==> config.mk <==
export PLATFORM = sky130hd
export DESIGN_NAME = dst_sqrt
export DESIGN_NICKNAME = d
export VERILOG_FILES = /design/src/hdl/dst_pkg.sv /design/src/hdl/dst_sqrt.sv
export SDC_FILE = /design/constraint.sdc
export NUM_CORES = 1
export LEC_CHECK = 0
export ABC_AREA = 1
export BUFFER_PORTS_ARGS = -buffer_cell sky130_fd_sc_hd__buf_2
export CAP_MARGIN = 10
export CORE_MARGIN = 2
export CORE_UTILIZATION = 38
export CTS_CLUSTER_DIAMETER = 200
export DETAILED_ROUTE_END_ITERATION = 8
export PLACE_DENSITY = 0.56
export SYNTH_ARGS = -nofsm -noshare
export SYNTH_HDL_FRONTEND = slang
export SYNTH_SLANG_ARGS = --single-unit
==> constraint.sdc <==
create_clock -name clock -period 26.6 [get_ports clock]
set_clock_uncertainty 0.2 [all_clocks]
set_input_delay 3.99 -clock clock [delete_from_list [all_inputs] [get_ports clock]]
set_output_delay 3.99 -clock clock [all_outputs]
set_load 0.1 [all_outputs]
==> src/hdl/dst_pkg.sv <==
`default_nettype none
package dst_pkg;

   localparam int DST_CORNER_COUNT = 4;
   localparam int DST_COORD_BITS   = 16;

   localparam logic [31:0] DST_SEQ_HALF = 32'h7FFF_FFFF;
   localparam int          DST_RSP_W    = 160;

   localparam logic [1:0] MODE_ABSENT = 2'd0;
   localparam logic [1:0] MODE_TRACK  = 2'd1;
   localparam logic [1:0] MODE_LOCKED = 2'd2;

   localparam logic [3:0] RSN_WAIT_REMOVAL = 4'd0;
   localparam logic [3:0] RSN_ACQUIRED     = 4'd1;
   localparam logic [3:0] RSN_DUPLICATE    = 4'd2;
   localparam logic [3:0] RSN_MOVED        = 4'd3;
   localparam logic [3:0] RSN_STABLE       = 4'd4;
   localparam logic [3:0] RSN_PRESTABLE    = 4'd5;
   localparam logic [3:0] RSN_PENDING      = 4'd6;
   localparam logic [3:0] RSN_NOT_DETECTED = 4'd7;
   localparam logic [3:0] RSN_REMOVAL_PEND = 4'd8;
   localparam logic [3:0] RSN_REMOVED      = 4'd9;
   localparam logic [3:0] RSN_TIME_ORDER   = 4'd10;
   localparam logic [3:0] RSN_SEQ_ORDER    = 4'd11;

   localparam logic [2:0] CFG_MIN_OBS      = 3'd0;
   localparam logic [2:0] CFG_MIN_SPAN     = 3'd1;
   localparam logic [2:0] CFG_MIN_IOU      = 3'd2;
   localparam logic [2:0] CFG_MAX_SHIFT    = 3'd3;
   localparam logic [2:0] CFG_MAX_AREA     = 3'd4;
   localparam logic [2:0] CFG_REMOVAL_SPAN = 3'd5;
   localparam logic [2:0] CFG_FRAME_WIDTH  = 3'd6;
   localparam logic [2:0] CFG_FRAME_HEIGHT = 3'd7;

   localparam logic [15:0] RST_MIN_OBS      = 16'd3;
   localparam logic [63:0] RST_MIN_SPAN     = 64'd500000000;
   localparam logic [16:0] RST_MIN_IOU      = 17'd58982;
   localparam logic [17:0] RST_MAX_SHIFT    = 18'd1311;
   localparam logic [31:0] RST_MAX_AREA     = 32'd3277;
   localparam logic [63:0] RST_REMOVAL_SPAN = 64'd500000000;
   localparam logic [11:0] RST_FRAME_WIDTH  = 12'd1920;
   localparam logic [11:0] RST_FRAME_HEIGHT = 12'd1080;

endpackage
`default_nettype wire

==> src/hdl/dst_sqrt.sv <==
`default_nettype none
module dst_sqrt
   import dst_pkg::*;
#(
   parameter int W = 58
) (
   input  wire logic           clock,
   input  wire logic           reset,
   input  wire logic           start,
   input  wire logic [W-1:0]   value,
   output logic                done,
   output logic [W/2-1:0]      root
);

   localparam int STEPS = W / 2;
   localparam int CW    = $clog2(STEPS + 1);

   logic          busy_ff;
   logic          done_ff;
   logic [CW-1:0] cnt_ff;
   logic [W-1:0]  v_ff;
   logic [W-1:0]  res_ff;
   logic [W-1:0]  rbit_ff;

   logic [W-1:0]  trial;
   logic          ge;

   always_comb begin
      trial = res_ff + rbit_ff;
      ge    = v_ff >= trial;
   end

   always_ff @(posedge clock) begin
      if (reset) begin
         busy_ff <= 1'b0;
         done_ff <= 1'b0;
         cnt_ff  <= '0;
      end else begin
         done_ff <= 1'b0;
         if (start) begin
            busy_ff <= 1'b1;
            cnt_ff  <= CW'(STEPS);
            v_ff    <= value;
            res_ff  <= '0;
            rbit_ff <= {2'b01, {(W-2){1'b0}}};
         end else if (busy_ff) begin
            if (ge) begin
               v_ff   <= v_ff - trial;
               res_ff <= (res_ff >> 1) + rbit_ff;
            end else begin
               res_ff <= res_ff >> 1;
            end
            rbit_ff <= rbit_ff >> 2;
            cnt_ff  <= cnt_ff - 1'b1;
            if (cnt_ff == CW'(1)) begin
               busy_ff <= 1'b0;
               done_ff <= 1'b1;
            end
         end
      end
   end

   assign done = done_ff;
   assign root = res_ff[W/2-1:0];

endmodule
`default_nettype wire

==> insert_results.sql <==
INSERT INTO impl_metrics (metric_group, metric, value, unit) VALUES
('critical_path', 'critPathMaxStageDelay', '1090', 'ps'),
('synthesis', 'synth_area', '18700', 'sq um'),
('critical_path', 'top_cell_family_by_delay_on_the_critical_path', 'buffers and inverters', ''),
('timing', 'final_worst_path_cycle_share', '28.7', '%'),
('detailed_routing', 'drt-wirelength-per-cell', '18.6', 'microns'),
('run', 'cap_viol_max_count', '0', ''),
('detailed_routing', 'vias', '20148', ''),
('synthesis', 'synth-edff-count', '145', ''),
('finish', 'final_area', '20200', 'sq um'),
('critical_path', 'worst-setup-path-type', 'in2reg', ''),
('floorplanning', 'die_w', '226', 'microns'),
('clocking', 'count_of_h_tree_levels_built_during_cts', '4', ''),
('finish', 'area.sequential', '4490', 'sq um'),
('timing', 'hold_viol_final', '0', ''),
('critical_path', 'timing.critical_path.to_type', 'register', ''),
('synthesis', 'async_flop_share', '0', '%'),
('synthesis', 'synth_top_family_by_area', 'simple AND/OR/NAND/NOR gates', ''),
('placed_design', 'place.detailed.hpwl', '59.7', 'mm'),
('placed_design', 'placer_s_final_routability_congestion_estimate', '1.01', ''),
('synthesis', 'post_synthesis_share_of_cell_area_spent_on_and_or_nand_and_nor_gates', '42.3', '%'),
('global_route', 'grt_pass1_vias', '19465', ''),
('finish', 'num_antenna_cells', '0', ''),
('power_and_ir_drop', 'leak_pwr', '10.4', 'nW'),
('detailed_routing', 'postRouteWirelength', '72.5', 'mm'),
('worst_hold_path', 'worstHoldPathType', 'reg2reg', ''),
('detailed_routing', 'routed_via_density', '5.18', ''),
('global_route', 'grt_antenna_before_repair', '0', ''),
('critical_path', 'critical_path_buffers_and_inverters', '4', ''),
('timing', 'slew-limit-headroom', '28.6', '%'),
('synthesis', 'synth_flop_cell', 'edfxtp_1', ''),
('synthesis', 'muxShareOfSynthArea', '0', '%'),
('timing', 'fin_worst_hold_slack', '284', 'ps'),
('power_and_ir_drop', 'max_rail_drop_vdd', '0.0350', 'mV'),
('critical_path', 'timing.critical_path.from_type', 'primary input', ''),
('floorplanning', 'core.rowCount', '81', ''),
('global_route', 'grt_usage', '28.6', '%'),
('critical_path', 'crit_path_top_delay_cell', 'a21oi_4', ''),
('synthesis', 'yosys.area_share.xor_xnor', '3.98', '%'),
('run_status', 'status', 'completed', ''),
('clocking', 'cts.clk_slew.worst_paths', '70', 'ps'),
('timing', 'final_max_tran_viols', '0', ''),
('finish', 'nNetsFinal', '3398', ''),
('synthesis', 'register_bit_count_reported_by_yosys', '152', ''),
('critical_path', 'cp_data_arrival_time', '7550', 'ps'),
('clocking', 'cts_made_buffers', '17', ''),
('synthesis', 'synth_cell_types', '46', ''),
('clocking', 'cts.hold.buffers_added', '0', ''),
('timing', 'finalSetupViolations', '0', ''),
('timing', 'layout_min_cycle_time', '7640', 'ps'),
('clocking', 'clk_latency', '480', 'ps'),
('floorplanning', 'i_o_pin_count', '91', ''),
('synthesis', 'ys_seq_area_share', '24.0', '%'),
('synthesis', 'synth-adder-area-share', '8.13', '%'),
('clocking', 'cts_root_buf', 'clkbuf_16', ''),
('clocking', 'cts.sink_count', '152', ''),
('timing', 'fin_ws', '18960', 'ps'),
('timing', 'rsz_0062_raised_after_global_routing', 'false', ''),
('finish', 'multi_input_area', '11800', 'sq um'),
('detailed_routing', 'detail_route.iter0.violations', '1685', ''),
('synthesis', 'synth_compound_gate_area_share', '8.39', '%'),
('floorplanning', 'effective_utilization_at_floorplan', '38.4', '%'),
('synthesis', 'ys_warn_count', '0', ''),
('detailed_routing', 'ant_nets', '0', ''),
('timing', 'setup-tns-final', '0', 'ps'),
('timing', 'timing_worst_slew_pin_value', '1070', 'ps'),
('placed_design', 'pre_cts_setup_slack', '18370', 'ps'),
('clocking', 'cts_resized', '0', ''),
('synthesis', 'synthCells', '3171', ''),
('finish', 'areaGrowthSynthToFinish', '8.09', '%'),
('timing', 'fmax', '131', 'MHz'),
('detailed_routing', 'first_pass_iters', '9', '');
cell usage after synthesis, drive strengths merged, types with 2 or more instances:
library cell / number / share of area, %
a21boi: 2 / 0.080
a21oi: 137 / 3.7
a31oi: 3 / 0.10
and2: 10 / 0.33
buf: 45 / 1.7
clkbuf: 25 / 0.50
dfxtp: 7 / 0.75
edfxtp: 145 / 23
ha: 120 / 8.0
inv: 548 / 11
nand2: 1200 / 24
nand3: 265 / 7.3
nand3b: 18 / 0.72
nand4: 47 / 1.6
nor2: 299 / 6.3
nor3: 44 / 1.2
nor4: 4 / 0.13
o211ai: 2 / 0.080
o21ai: 116 / 3.1
o21bai: 20 / 0.80
o22ai: 3 / 0.10
o31ai: 5 / 0.20
or2: 15 / 0.50
xnor2: 44 / 2.1
xor2: 41 / 1.9
layout by cell type (no fill, tap or decap), types with 17 or more instances in the layout:
master	netlist	final
nor2_1	284	284
nand2_1	1195	1195
ha_1	120	120
xnor2_1	44	44
nand4_1	47	47
inv_1	534	532
nand3_1	260	260
edfxtp_1	145	145
a21oi_1	135	134
nand3b_1	18	18
o21ai_0	111	111
nor3_1	43	43
o21bai_1	20	20
buf_2	11	89
clkbuf_16	0	17
xor2_1	41	41
per-stage QoR:
step / power (mW) / cells
6_report: 1.34 / 3893
5_1_grt: 1.44 / 3893
4_1_cts: 1.33 / 3893
3_5_place_dp: 1.07 / 3861
3_3_place_gp: 1.07 / 3861
2_1_floorplan: 0.874 / 3171
worst paths after layout:
path,start,endpoint,slack (ps),cells past startpoint
worst max-delay path,start,v_ff[56]$_DFFE_PP_,18960,6
worst min-delay path,cnt_ff[3]$_SDFFE_PP0N_,cnt_ff[3]$_SDFFE_PP0N_,280,2
worst max register to register,res_ff[26]$_SDFFCE_PP0P_,v_ff[56]$_DFFE_PP_,20250,22
worst min register to register,cnt_ff[3]$_SDFFE_PP0N_,cnt_ff[3]$_SDFFE_PP0N_,280,2
registers in the layout (all words and copies together) (netlist names):
name	count
v_ff	58
busy_ff	1
done	1
res_ff	58
cnt_ff	5
rbit_ff	29
layer usage:
layer  part of all wire [%]  GRT usage, %  routed length (microns)  up-vias
met3                    4.7          2.54                     3400      146
met2                     48          49.9                    34500      620
met4                    4.8          13.2                     3460        0
met1                     43          35.5                    31100     9293
met5                      0             0                        0        -
li1                       -             -                        -    10089
cells by family (layout without fill, tap and decap cells):
kind of cell               after synthesis  count (layout)
DFF                                    152             152
and+or+nand+nor                       1903            1903
xor gates and xnor gates                85              85
buffers and inverters                  618             676
AOI/OAI and AO/OA                      292             292
adders and majority gates              121             121
layout make-up:
| cell class | instances | share of cell area [%] |
|---|---|---|
| Clock buffer | 18 | 2.12 |
| Clock inverter | 14 | 0.804 |
| Inverter | 548 | 10.2 |
| Multi-Input combinational cell | 2401 | 58.1 |
| Sequential cell | 152 | 22.2 |
| Tap cell | 664 | 4.11 |
| Timing Repair Buffer | 96 | 2.46 |
worst register-to-register path, delay by kind of cell (launching register included):
family                     cells  cell delay (ps)
and+or+nand+nor               14             2070
AOI/OAI and AO/OA              4             1410
adders and majority gates      2              830
buffers and inverters          2              790
DFF                            1              620
power breakdown:
group / internal, mW / switching [mW]
registers: 0.308 / 0.0445
clock network: 0.140 / 0.119
logic: 0.220 / 0.508
Note: power is estimated with default switching activity, not from simulation.
