<file path="config.mk">
export PLATFORM = sky130hd
export DESIGN_NAME = dst_div
export DESIGN_NICKNAME = d
export VERILOG_FILES = /design/src/hdl/dst_pkg.sv /design/src/hdl/dst_div.sv
export SDC_FILE = /design/constraint.sdc
export NUM_CORES = 1
export LEC_CHECK = 0
export BUFFER_PORTS_ARGS = -buffer_cell sky130_fd_sc_hd__buf_2
export CORE_ASPECT_RATIO = 0.7
export CORE_MARGIN = 5
export CORE_UTILIZATION = 61
export CTS_CLUSTER_DIAMETER = 50
export DETAILED_ROUTE_END_ITERATION = 10
export GPL_TIMING_DRIVEN = 0
export HOLD_SLACK_MARGIN = 0.06
export PLACE_DENSITY = 0.85
export SETUP_SLACK_MARGIN = 0.05
export SLEW_MARGIN = 5
export SYNTH_ARGS = -nofsm -noshare
export SYNTH_HDL_FRONTEND = slang
export SYNTH_SLANG_ARGS = --single-unit
</file>
<file path="constraint.sdc">
create_clock -name clock -period 14.66 [get_ports clock]
set_input_delay 1.466 -clock clock [delete_from_list [all_inputs] [get_ports clock]]
set_output_delay 1.466 -clock clock [all_outputs]
set_load 0.1 [all_outputs]
</file>
<file path="src/hdl/dst_pkg.sv">
`default_nettype none
package dst_pkg;

   localparam int DST_CORNER_COUNT = 4;
   localparam int DST_COORD_BITS   = 16;

   localparam logic [31:0] DST_SEQ_HALF = 32'h7FFF_FFFF;
   localparam int          DST_RSP_W    = 160;

   localparam logic [1:0] MODE_ABSENT = 2'd0;
   localparam logic [1:0] MODE_TRACK  = 2'd1;
   localparam logic [1:0] MODE_LOCKED = 2'd2;

   localparam logic [3:0] RSN_WAIT_REMOVAL = 4'd0;
   localparam logic [3:0] RSN_ACQUIRED     = 4'd1;
   localparam logic [3:0] RSN_DUPLICATE    = 4'd2;
   localparam logic [3:0] RSN_MOVED        = 4'd3;
   localparam logic [3:0] RSN_STABLE       = 4'd4;
   localparam logic [3:0] RSN_PRESTABLE    = 4'd5;
   localparam logic [3:0] RSN_PENDING      = 4'd6;
   localparam logic [3:0] RSN_NOT_DETECTED = 4'd7;
   localparam logic [3:0] RSN_REMOVAL_PEND = 4'd8;
   localparam logic [3:0] RSN_REMOVED      = 4'd9;
   localparam logic [3:0] RSN_TIME_ORDER   = 4'd10;
   localparam logic [3:0] RSN_SEQ_ORDER    = 4'd11;

   localparam logic [2:0] CFG_MIN_OBS      = 3'd0;
   localparam logic [2:0] CFG_MIN_SPAN     = 3'd1;
   localparam logic [2:0] CFG_MIN_IOU      = 3'd2;
   localparam logic [2:0] CFG_MAX_SHIFT    = 3'd3;
   localparam logic [2:0] CFG_MAX_AREA     = 3'd4;
   localparam logic [2:0] CFG_REMOVAL_SPAN = 3'd5;
   localparam logic [2:0] CFG_FRAME_WIDTH  = 3'd6;
   localparam logic [2:0] CFG_FRAME_HEIGHT = 3'd7;

   localparam logic [15:0] RST_MIN_OBS      = 16'd3;
   localparam logic [63:0] RST_MIN_SPAN     = 64'd500000000;
   localparam logic [16:0] RST_MIN_IOU      = 17'd58982;
   localparam logic [17:0] RST_MAX_SHIFT    = 18'd1311;
   localparam logic [31:0] RST_MAX_AREA     = 32'd3277;
   localparam logic [63:0] RST_REMOVAL_SPAN = 64'd500000000;
   localparam logic [11:0] RST_FRAME_WIDTH  = 12'd1920;
   localparam logic [11:0] RST_FRAME_HEIGHT = 12'd1080;

endpackage
`default_nettype wire

</file>
<file path="src/hdl/dst_div.sv">
`default_nettype none
module dst_div
   import dst_pkg::*;
#(
   parameter int NW = 56,
   parameter int DW = 35
) (
   input  wire logic          clock,
   input  wire logic          reset,
   input  wire logic          start,
   input  wire logic [NW-1:0] num,
   input  wire logic [DW-1:0] den,
   output logic               done,
   output logic [NW-1:0]      quot
);

   localparam int CW = $clog2(NW + 1);

   logic          busy_ff;
   logic          done_ff;
   logic [CW-1:0] cnt_ff;
   logic [NW-1:0] num_ff;
   logic [DW-1:0] den_ff;
   logic [DW-1:0] rem_ff;
   logic [NW-1:0] quot_ff;

   logic [DW:0]   rem_sh;
   logic          ge;
   logic [DW-1:0] rem_in;

   always_comb begin
      rem_sh = {rem_ff, num_ff[NW-1]};
      ge     = rem_sh >= {1'b0, den_ff};
      rem_in = ge ? DW'(rem_sh - {1'b0, den_ff}) : rem_sh[DW-1:0];
   end

   always_ff @(posedge clock) begin
      if (reset) begin
         busy_ff <= 1'b0;
         done_ff <= 1'b0;
         cnt_ff  <= '0;
      end else begin
         done_ff <= 1'b0;
         if (start) begin
            busy_ff <= 1'b1;
            cnt_ff  <= CW'(NW);
            num_ff  <= num;
            den_ff  <= den;
            rem_ff  <= '0;
            quot_ff <= '0;
         end else if (busy_ff) begin
            rem_ff  <= rem_in;
            num_ff  <= {num_ff[NW-2:0], 1'b0};
            quot_ff <= {quot_ff[NW-2:0], ge};
            cnt_ff  <= cnt_ff - 1'b1;
            if (cnt_ff == CW'(1)) begin
               busy_ff <= 1'b0;
               done_ff <= 1'b1;
            end
         end
      end
   end

   assign done = done_ff;
   assign quot = quot_ff;

endmodule
`default_nettype wire

</file>
==> results of run 1 <==
## placed cells by master, fill, tap and decap left out, types with 3 or more instances in the layout
master / netlist / layout
xnor2_1: 17 / 17
xor2_1: 9 / 9
nor2_1: 30 / 28
o211ai_1: 4 / 4
o21a_1: 6 / 6
and2_1: 5 / 5
clkinv_4: 0 / 3
buf_4: 3 / 3
nor4_1: 3 / 3
nand2_1: 65 / 65
o21ai_0: 16 / 16
buf_12: 0 / 5
edfxtp_1: 182 / 182
a21o_1: 9 / 9
a2111oi_0: 4 / 4
a21oi_1: 58 / 58
o31a_1: 3 / 3
clkbuf_1: 20 / 22
and3_1: 5 / 5
clkinv_2: 0 / 3
inv_1: 48 / 48
o21bai_1: 7 / 7
nand2_2: 3 / 3
nor3_1: 11 / 11
nor2b_1: 60 / 60
buf_2: 2 / 151
a31oi_1: 4 / 4
nand3_1: 15 / 15
clkbuf_16: 0 / 17
ha_1: 37 / 37
nand4_1: 10 / 10
o22ai_1: 3 / 3
mux2_2: 57 / 57
dfxtp_1: 8 / 8
a211oi_1: 10 / 10
## critical path: stages
cell and delay (ps):
buf_2 130, clkbuf_1 520, clkbuf_1 450, nor2_1 170
nor2_4 500, buf_12 290, buf_12 230
## cell families (layout without fill, tap and decap cells)
logic type | count (synthesis) | after routing | share of synthesized area
AO/OA/AOI/OAI | 148 | 148 | 0.103
XOR/XNOR | 26 | 26 | 0.0242
adder cells (fa/ha/maj) | 38 | 38 | 0.0512
buffers and inverters | 77 | 264 | 0.0329
flip-flops | 190 | 190 | 0.597
multiplexers | 58 | 58 | 0.0691
other | 0 | 1 | 0
AND/OR/NAND/NOR | 224 | 224 | 0.123
## worst max path at each step
stage / start / endpoint / cells past startpoint
finish: start / num_ff[33] / 7
global route: start / num_ff[50] / 7
CTS: start / num_ff[22] / 7
detailed placement: start / num_ff[24] / 7
global placement: start / num_ff[17] / 5
floorplan: start / num_ff[0] / 4
## through the flow
stage               area (um^2)  total power [mW]  setup WS, ps
CTS                       11100              1.45         11020
detailed placement        10600              1.00         10550
floorplan                  9430             0.924          5830
global route              11100              1.51         10860
global placement          10400             0.993          2680
finish                    11100              1.45         11010
## per-layer routing
metal / global-route usage / vias up / wire (um)
met5: 0 / - / 28
met4: 0.0705 / 6 / 346
met3: 0.0891 / 36 / 2490
met2: 0.367 / 340 / 9890
met1: 0.351 / 3287 / 9220
li1: - / 3160 / -
## report_power, final
group / total (mW) / switching (mW) / leakage, nW / internal (mW)
Combinational: 0.333 / 0.220 / 2.33 / 0.113
Sequential: 0.662 / 0.0175 / 1.82 / 0.645
Clock: 0.453 / 0.214 / 0.278 / 0.239
## flip-flops by register name, summed over array words and instances, names as in the netlist
register and count:
num_ff 56, quot 56, den_ff 35, rem_ff 35
cnt_ff 6, busy_ff 1, done 1
## layout make-up
cell class | instances | area (um^2) | area share
repair buffers | 155 | 873 | 0.0784
flip-flops and latches | 190 | 5630 | 0.505
clock inverters | 13 | 135 | 0.0121
multi-input cells | 494 | 3510 | 0.315
clock buffers | 19 | 433 | 0.0389
plain buffers | 28 | 126 | 0.0113
well taps | 200 | 250 | 0.0225
diodes | 1 | 2.50 | 0.000225
inverters | 49 | 184 | 0.0165
==> results.txt, run 1 <==
Total of flip-flops plus latches after synthesis: 190. The worst setup path is captured at a register. The ratio of total power to cell area is 130 nW/um^2, and the arrival time of the worst setup path is 3800 ps. The residual DRC count is 0, and the portion of synthesized cell area occupied by the leading cell type is 0.580. The final-report setup violation count was 0. At the worst endpoint, the required time is 14810 ps. The class of the most critical hold timing path was register to register. For the worst flop-to-flop path, the logic depth is 12. The logs give 0.597 for the proportion of synthesized chip area in sequential cells and 550 ps for the worst hold slack.

By instance count, the leading cell after synthesis is edfxtp_1. The worst setup path is launched from a primary input. The tools report the sink of the worst hold path as num_ff[16]. The proportion of synthesized flip-flops having asynchronous set or reset is 0, and the number of enable-type register cells in the synthesized netlist is 182. CTS root buffer: clkbuf_16.

Summed over all layers, the global routing overflow is 0. The slack of the worst reg-to-reg path was 11230 ps. Critical setup path kind: primary input to register. The number of placed I/O pins is 151, and the time the worst path needs with I/O delays and setup is 3650 ps. After floorplanning, the core was divided into 38 placement rows. The tools report the static leakage as 4.43 nW. Dividing the detail-routed wire length by the instance count gives 19.1 um. The tools report the hold buffer count at CTS as 0. The maximum buffer depth of the clock tree came out at 2. The endpoint identified for the worst register-to-register timing path is rem_ff[32].

The net count of the finished layout is 1067. VDD sags by at most 0.0919 mV. The first routing iteration left 694 violations. The average instance in the mapped netlist occupies 12.4 um^2. The final core area utilization was 0.728. Counting instances in the post-synthesis netlist gives the leading cell types as 182 x edfxtp_1, 65 x nand2_1, 60 x nor2b_1. The tools report the final estimated routing congestion in global placement as 0.940. The run finished with clean final reports. Based on the critical path, the design can be clocked at up to 274 MHz. After filler insertion, the fill cell instance count of the layout stands at 1040. The layout cell share with drive strength beyond 1 came out at 0.280.

Before antenna repair, the detailed router went through 7 iterations. In this run, post-CTS repair resized a total of 0 instances. For the first-pass GRT wire length, the log shows 34.6 mm. The run gives 761 as the number of instances in the synthesized netlist. TritonCTS built the clock tree. Across the run, the number of max-cap violations was 0. The most common flop cell mapped by yosys is edfxtp_1.

The logs give 0 for the remaining antenna violation count after routing and 0 for the final hold violation count. Setup repair after global routing left no endpoint under its margin. The final HPWL from detailed placement was 15.5 mm; the number of antenna violations at the first check in global routing was 3.

Post-CTS timing repair inserted 0 buffers for setup. The later pin in the worst-skew pair is clocked with a latency of 450 ps. Entering global routing, the biggest net connects 34 pins. The clock transition at the registers of the reported paths is 70 ps, and the number of non-filler instances in the completed layout is 1149.

The max-slew violation total from the final report is 0, and the count of clock tree sinks is 190. For this block, the routed nets add up to 22.0 mm of wire. For this run, the number of Yosys warnings is 0. The logs give 6653 for the via count of the first global-routing pass and 15300 um^2 for the placeable core region. The worst slew margin relative to its limit is 0.421, and the die extent in x is 159 um. The area enclosed by the die boundary is 18100 um^2, and the total via count in the routed design is 6829.

Counting distinct cell types in the post-synthesis netlist gives 68. Input and output buffers added on the ports amount to 149. Worst hold path depth: 1. The tools report the total standard cell area after synthesis as 9430 um^2. The startpoint identified for the worst register-to-register timing path is rem_ff[20]. The number of levels the H-tree was split into came out at 4. Relative to the synthesized area, the layout overhead comes to 18.1%. Buffers inserted during clock tree synthesis total 17. Synthesis produced a netlist with a net count of 893. Ranked by total cell area, the synthesized netlist is headed by edfxtp_1 58%, mux2_2 6.8%, ha_1 4.9%. The average vias per placed instance was 5.94; the initial standard-cell utilization of the core was 0.616. For the final routed database, the setup TNS stands at 0 ps. The largest area contributor in the synthesized netlist is edfxtp_1.

The final period utilization was 0.249; the actual slew at the worst max-slew pin was 869 ps. The startpoint of the worst hold path is num_ff[15]. Once placement completed, the tool counted placed cells totaling 1116. The run gives 0.249 as the overall fraction of global-route tracks in use. The chip height is 114 um, and the maximum fanout along the worst path is 33. The run gives 15.1 ps as the setup clock skew after layout.
Note: power is estimated with default switching activity, not from simulation.
==> inputs of run 2 (changes only) <==
CORE_UTILIZATION = 57   (was 61)
PLACE_DENSITY = 0.8   (was 0.85)
clock period = 3.6 ns   (was 14.66 ns; I/O delays follow)
==> results.txt, run 2 (synthesis gave the netlist of run 1 again) <==
The CTS root buffer is clkbuf_16. The pre-CTS setup slack came out at 352 ps (-10200 ps). TritonCTS built the clock tree. Setup repair after global routing left no endpoint under its margin.

The number of buffers and inverters on the critical path works out to 3 (-2). The tools report the initial standard-cell utilization of the core as 0.579 (-0.0374). The net count reported at finish was 1068 (+0.094%); the number of violations reported at the end of detailed-routing iteration 0 was 490 (-29%). The tools report the endpoint required time on the critical path as 3910 ps (-10900 ps). For the final-report setup violation count, the log shows 0 (unchanged). The tools report the via count of the first global-routing pass as 6429 (-3.4%). The number of levels the H-tree was split into was 4 (unchanged). The area enclosed by the die boundary is 19300 um^2 (+6.5%). The min-delay analysis places its worst path in the category primary input to register. The logs give 5630 um^2 (unchanged) for the sequential standard cell area and 0.540 (+0.119) for the worst slew margin relative to its limit. The run gives 0.910 (-3.3%) as the final estimated routing congestion in global placement.

The total via count in the routed design was 6583 (-3.6%); the die extent in x was 164 um (+3.2%). Number of antenna violations at the first check in global routing: 6 (+3). The largest voltage drop on the vdd net was 0.329 mV (+260%); the routed wire length was 20.9 mm (-5.0%). The actual slew at the worst max-slew pin is 690 ps (-179 ps), and the static leakage is 4.48 nW (+1.1%).

The tools report the multi-input logic area as 3510 um^2 (unchanged). By instance count, the cell type seen most on the critical path is nand4_1. The final period utilization works out to 0.917.

The setup clock skew after layout is 12.6 ps (-2.47 ps), and the number of fill cells in the layout is 1224 (+18%). The max-slew violation total from the final report is 0 (unchanged), and the final critical-path setup slack is 300 ps (-10710 ps). The average detailed-routed wire length per instance works out to 17.7 um (-7.2%).

Port buffer count: 149 (unchanged). Leaving out fill and tap cells, the most frequent cells in the layout are 182 x edfxtp_1, 151 x buf_2, 65 x nand2_1. The floorplan row count was 39 (+2.6%); the pin count of the biggest net entering global routing was 35 (+2.9%). The overall fraction of global-route tracks in use is 0.221 (-0.0276), and the layout cell share with drive strength beyond 1 is 0.283 (+0.00392). For the number of placed I/O pins, the log shows 151 (unchanged). The global route total overflow came out at 0 (unchanged). The worst path needs 3300 ps of the cycle, external delays included. The clock latency reported for the late side of the worst-skew pair came out at 450 ps (about the same). The delay contributed by the slowest stage of the critical path was 550 ps (+30 ps). Count of clock tree sinks: 190 (unchanged).

The critical path is of the register to register type. The clock transition at the registers of the reported paths was 80 ps (about the same); the worst hold slack was 84.0 ps (-466 ps). Arrival time of the worst setup path: 3610 ps (-190 ps).

The maximum fanout along the worst path was 10 (-70%). Chip height: 118 um (+3.1%). The tools report the final core area utilization as 0.691 (-0.0361).

STA classifies the critical path startpoint as a register. The library cell used most frequently in the layout, excluding fill and tap cells, is edfxtp_1. The logs give 5 (-2) for the detailed-router iteration count before antenna repair and 33.1 mm (-4.2%) for the first-pass GRT wire length. The remaining antenna violation count after routing was 0 (unchanged); the maximum clock frequency was 303 MHz. The post-synthesis to final-layout area growth works out to 19.5%. The ratio of total power to cell area is 534 nW/um^2 (+310%). The average vias per placed instance came out at 5.60 (-5.8%). The final HPWL from detailed placement is 15.1 mm (-2.5%). Slowest cell on the critical path: clkbuf_1. The number of buffers added by the clock tree synthesis step is 17 (unchanged).

The placeable core region was 16300 um^2 (+6.5%); the post-CTS setup repair buffer count was 0 (unchanged). Grouping stages by cell kind, the critical path spends the most delay in simple AND/OR/NAND/NOR gates. For the final hold violation count, the log shows 0 (unchanged).

The number of max-capacitance violations reported was 0 (unchanged). The worst setup path is captured at a register. The signal on the critical path passes through ha_1 > clkbuf_1 > nand4_1 > nor3_1 > inv_1 > a211oi_4 > o21ai_2 > nand2_2 > clkbuf_1 > nand4_1 > nand4_1. The flow ran to the end, and the final reports show no timing, DRC or antenna violations.

The logs give 0 (unchanged) for the residual DRC count and 2 (unchanged) for the maximum buffer depth of the clock tree.
## run 2: cell count changes in the layout (fill, tap and decap cells not counted)
cell           delta
clkinv_8          +5
buf_16            +2
clkinv_4          -2
dlygate4sd3_1     +1
clkinvlp_4        -1
clkbuf_1          -4
clkbuf_2          +2
inv_12            +1
inv_6             +1
buf_12            -2
diode_2           +1
clkinv_2          -3
inv_8             +1
## run 2: cell type report
| class | count | area share |
|---|---|---|
| clock buffer | 17 | 0.0377 |
| timing repair buffer | 156 | 0.0797 |
| clock inverter | 15 | 0.0189 |
| multi-input combinational | 494 | 0.311 |
| antenna | 2 | 0.000444 |
| buffer | 28 | 0.0114 |
| inverter | 49 | 0.0163 |
| sequential | 190 | 0.499 |
| tap | 225 | 0.0250 |
## run 2: what timing repair did
item / CTS / global route
hold buffers: 0 / 1
resized for setup: 0 / 2
setup endpoints to repair: 0 / 2
hold endpoints to repair: 0 / 1
## run 2: metal layers
metal  vias up  track usage  wire length (um)
met1      3123        0.315              9470
met3        46       0.0753              1710
li1       3162            -                 -
met2       244        0.320              9150
met5         -            0                46
met4         8       0.0707               494
## run 2: through the flow
stage          cell area [um^2]  total power, mW  TNS (ps)  instances
3_5_place_dp              10600             4.06         0       1141
2_1_floorplan              9440             3.75         0        761
6_report                  11300             6.02         0       1176
4_1_cts                   11300             6.04         0       1173
5_1_grt                   11300             6.28         0       1176
3_3_place_gp              10500             4.02   -212170       1135
## run 2: path summary, 6_finish.rpt
check,from,slack (ps),end,cells past startpoint
setup / recovery,rem_ff[20],300,rem_ff[31],11
hold / removal,den[17],80,den_ff[17],1
setup reg to reg,rem_ff[20],300,rem_ff[31],11
hold reg to reg,cnt_ff[1],510,cnt_ff[1],2
## run 2: worst reg2reg max path, delay by kind of cell, from the launching register on
family	cells	cell delay (ps)
and+or+nand+nor	5	1130
buffers and inverters	3	940
AOI/OAI and AO/OA	2	350
DFF	1	450
adders and majority gates	1	300
## run 2: report_power, final
| part | internal (mW) | leakage (nW) | total, mW | switching, mW |
|---|---|---|---|---|
| Clock | 1.02 | 0.308 | 1.99 | 0.968 |
| Combinational | 0.462 | 2.35 | 1.34 | 0.878 |
| Sequential | 2.63 | 1.82 | 2.69 | 0.0688 |
| Total | 4.11 | 4.48 | 6.02 | 1.91 |
==> inputs of run 3 (changes only) <==
MAX_ROUTING_LAYER = met4   (was unset)
==> results.txt, run 3 (synthesis gave the netlist of run 1 again) <==
The max-slew violation total from the final report is 0 (unchanged). Maximum buffer depth of the clock tree: 2 (unchanged). The detailed-router iteration count before antenna repair was 5 (unchanged).

The tools report the critical path capture point type as a register. The time the worst path needs with I/O delays and setup is 3330 ps (+33.2 ps), and the number of max-capacitance violations reported is 0 (unchanged). The net switching power figure was 1.92 mW (+0.33%). TritonCTS built the clock tree. The final period utilization is 0.926 (+0.00921). The worst slew margin relative to its limit was 0.531 (-0.00948). The kind of cell adding the most delay to the critical path is simple AND/OR/NAND/NOR gates. The total placed cells including tap cells was 1141 (unchanged). The part of the power in combinational logic was 0.222 (about the same). The CTS root buffer is clkbuf_16. The logs give 33.1 mm (about the same) for the first-pass GRT wire length and 20.9 mm (about the same) for the routed wire length. The most common cell after layout, fill and taps aside is edfxtp_1. The largest voltage drop on the vdd net came out at 0.328 mV (-0.33%). The pin count of the biggest net entering global routing is 35 (unchanged). The share of total power consumed by net switching was 0.319 (+0.000693).

The logs give 0.925 (+1.7%) for the final estimated routing congestion in global placement and 15.1 mm (unchanged) for the final HPWL from detailed placement. The delay contributed by the slowest stage of the critical path was 550 ps (about the same); the total chip power was 6.03 mW (+0.11%). The post-synthesis to final-layout area growth came out at 19.6% (about the same). The via count of the first global-routing pass is 6435 (+0.093%). The net count reported at finish was 1068 (unchanged); the overall fraction of global-route tracks in use was 0.228 (+0.00648).

The tools report the total via count in the routed design as 6521 (-0.94%). The chip height is 118 um (unchanged). The run gives 1180 (+0.34%) as the number of non-filler instances in the completed layout. The remaining antenna violation count after routing came out at 0 (unchanged). The tools report the final hold violation count as 0 (unchanged). The slowest cell on the critical path was clkbuf_1.

The clock network fraction of design power was 0.331 (about the same); the port buffer count was 149 (unchanged). For the worst hold slack, the log shows 82.8 ps (-1.23 ps). The initial standard-cell utilization of the core was 0.579 (unchanged). For the area after detailed placement, the log shows 10600 um^2 (unchanged). By startpoint and endpoint, the worst setup path is classified as register to register.

The floorplan row count was 39 (unchanged). The pre-CTS setup slack was 352 ps (unchanged); the average detailed-routed wire length per instance was 17.7 um (-0.40%). The run gives 151 (unchanged) as the number of placed I/O pins. The count of clock tree sinks is 190 (unchanged), and the die extent in x is 164 um (unchanged). Ratio of total power to cell area: 534 nW/um^2 (about the same). The flow ran to the end, and the final reports show no timing, DRC or antenna violations. The endpoint required time on the critical path is 3910 ps (about the same).

The number of buffers added by the clock tree synthesis step was 17 (unchanged). The average vias per placed instance is 5.53 (-1.3%). Global route total overflow: 0 (unchanged).

Traced cell by cell, the critical path runs through ha_1 > clkbuf_1 > nand4_1 > nor3_1 > inv_1 > a211oi_4 > o21ai_2 > nand2_2 > clkbuf_1 > nand4_1 > nand4_1. The top cell types in the final layout, fill and taps aside, are 182 x edfxtp_1, 151 x buf_2, 65 x nand2_1. The sequential cell fraction of total power was 0.447 (about the same); the number of buffers and inverters on the critical path was 3 (unchanged). The post-CTS setup repair buffer count was 0 (unchanged); the number of levels the H-tree was split into was 4 (unchanged).

Setup repair after global routing left no endpoint under its margin. The arrival time of the worst setup path is 3640 ps (+30 ps), and the actual slew at the worst max-slew pin is 704 ps (+14.2 ps). The class of the most critical hold timing path is primary input to register. The final instance area is 11300 um^2 (about the same), and the number of antenna violations at the first check in global routing is 6 (unchanged). Counting stages on the worst path, the most repeated cell is nand4_1. The residual DRC count is 0 (unchanged). The maximum fanout along the worst path was 10 (unchanged).

Final-report setup violation count: 0 (unchanged). The worst setup path is launched from a register. The placeable core region was 16300 um^2 (unchanged); the layout cell share with drive strength beyond 1 was 0.283 (unchanged). For the maximum clock frequency, the log shows 300 MHz (-0.99%).

The clock transition at the registers of the reported paths works out to 80 ps (about the same). The logs give 19300 um^2 (unchanged) for the area enclosed by the die boundary and 520 (+6.1%) for the number of violations reported at the end of detailed-routing iteration 0. The internal power is 4.11 mW (about the same). The tools report the final core area utilization as 0.692 (about the same).

The total negative slack for setup checks is 0 ps (unchanged), and the clock latency reported for the late side of the worst-skew pair is 450 ps (about the same). The final critical-path setup slack is 267 ps (-33.2 ps), and the static leakage is 4.48 nW (about the same). The setup clock skew after layout was 12.6 ps (+0.0240 ps).
[run 3: cell count changes in the layout (fill, tap and decap cells not counted), sizes merged]
cell   before  now
diode       2    6
[run 3: final timing paths]
path | startpoint | end | slack (ps) | cells past startpoint
setup / recovery | rem_ff[20] | rem_ff[31] | 270 | 11
hold / removal | den[34] | den_ff[34] | 80 | 1
setup reg to reg | rem_ff[20] | rem_ff[31] | 270 | 11
hold reg to reg | cnt_ff[1] | cnt_ff[1] | 510 | 2
[run 3: cell type report]
| class | instances | area [um^2] |
|---|---|---|
| Sequential cell | 190 | 5630 |
| Inverter | 49 | 184 |
| Buffer | 28 | 129 |
| Tap cell | 225 | 282 |
| Clock inverter | 15 | 213 |
| Clock buffer | 17 | 425 |
| Multi-Input combinational cell | 494 | 3510 |
| Timing Repair Buffer | 156 | 898 |
| Antenna cell | 6 | 15.0 |
| Fill cell | 1223 | 5020 |
[run 3: what timing repair did]
action / 4_1_cts / 5_1_grt
endpoints found under the setup margin: 0 / 2
hold buffers: 0 / 1
resized for setup: 0 / 2
endpoints found under the hold margin: 0 / 1
[run 3: per-layer routing]
| layer | routed length (um) | share of wire | GRT usage | up-vias |
|---|---|---|---|---|
| met5 | 0 | 0 | - | - |
| met3 | 1650 | 0.079 | 0.0725 | 29 |
| met4 | 331 | 0.016 | 0.0676 | 0 |
| met1 | 9600 | 0.46 | 0.319 | 3078 |
| met2 | 9280 | 0.44 | 0.319 | 244 |
| li1 | - | - | - | 3170 |
[run 3: worst register-to-register path, stage by stage, from the launching register on]
cell      delay [ps]
edfxtp_1         450
ha_1             300
clkbuf_1         280
nand4_1          190
nor3_1           360
inv_1            120
a211oi_4         230
o21ai_2          120
nand2_2          210
clkbuf_1         550
nand4_1          220
nand4_1          150
[run 3: power groups by stage]
stage	clock, mW	combinational, mW	sequential, mW
global placement	0	1.27	2.75
global route	2.11	1.45	2.71
CTS	2.01	1.33	2.69
floorplan	0	0.751	3.00
detailed placement	0	1.32	2.74
finish	1.99	1.34	2.69
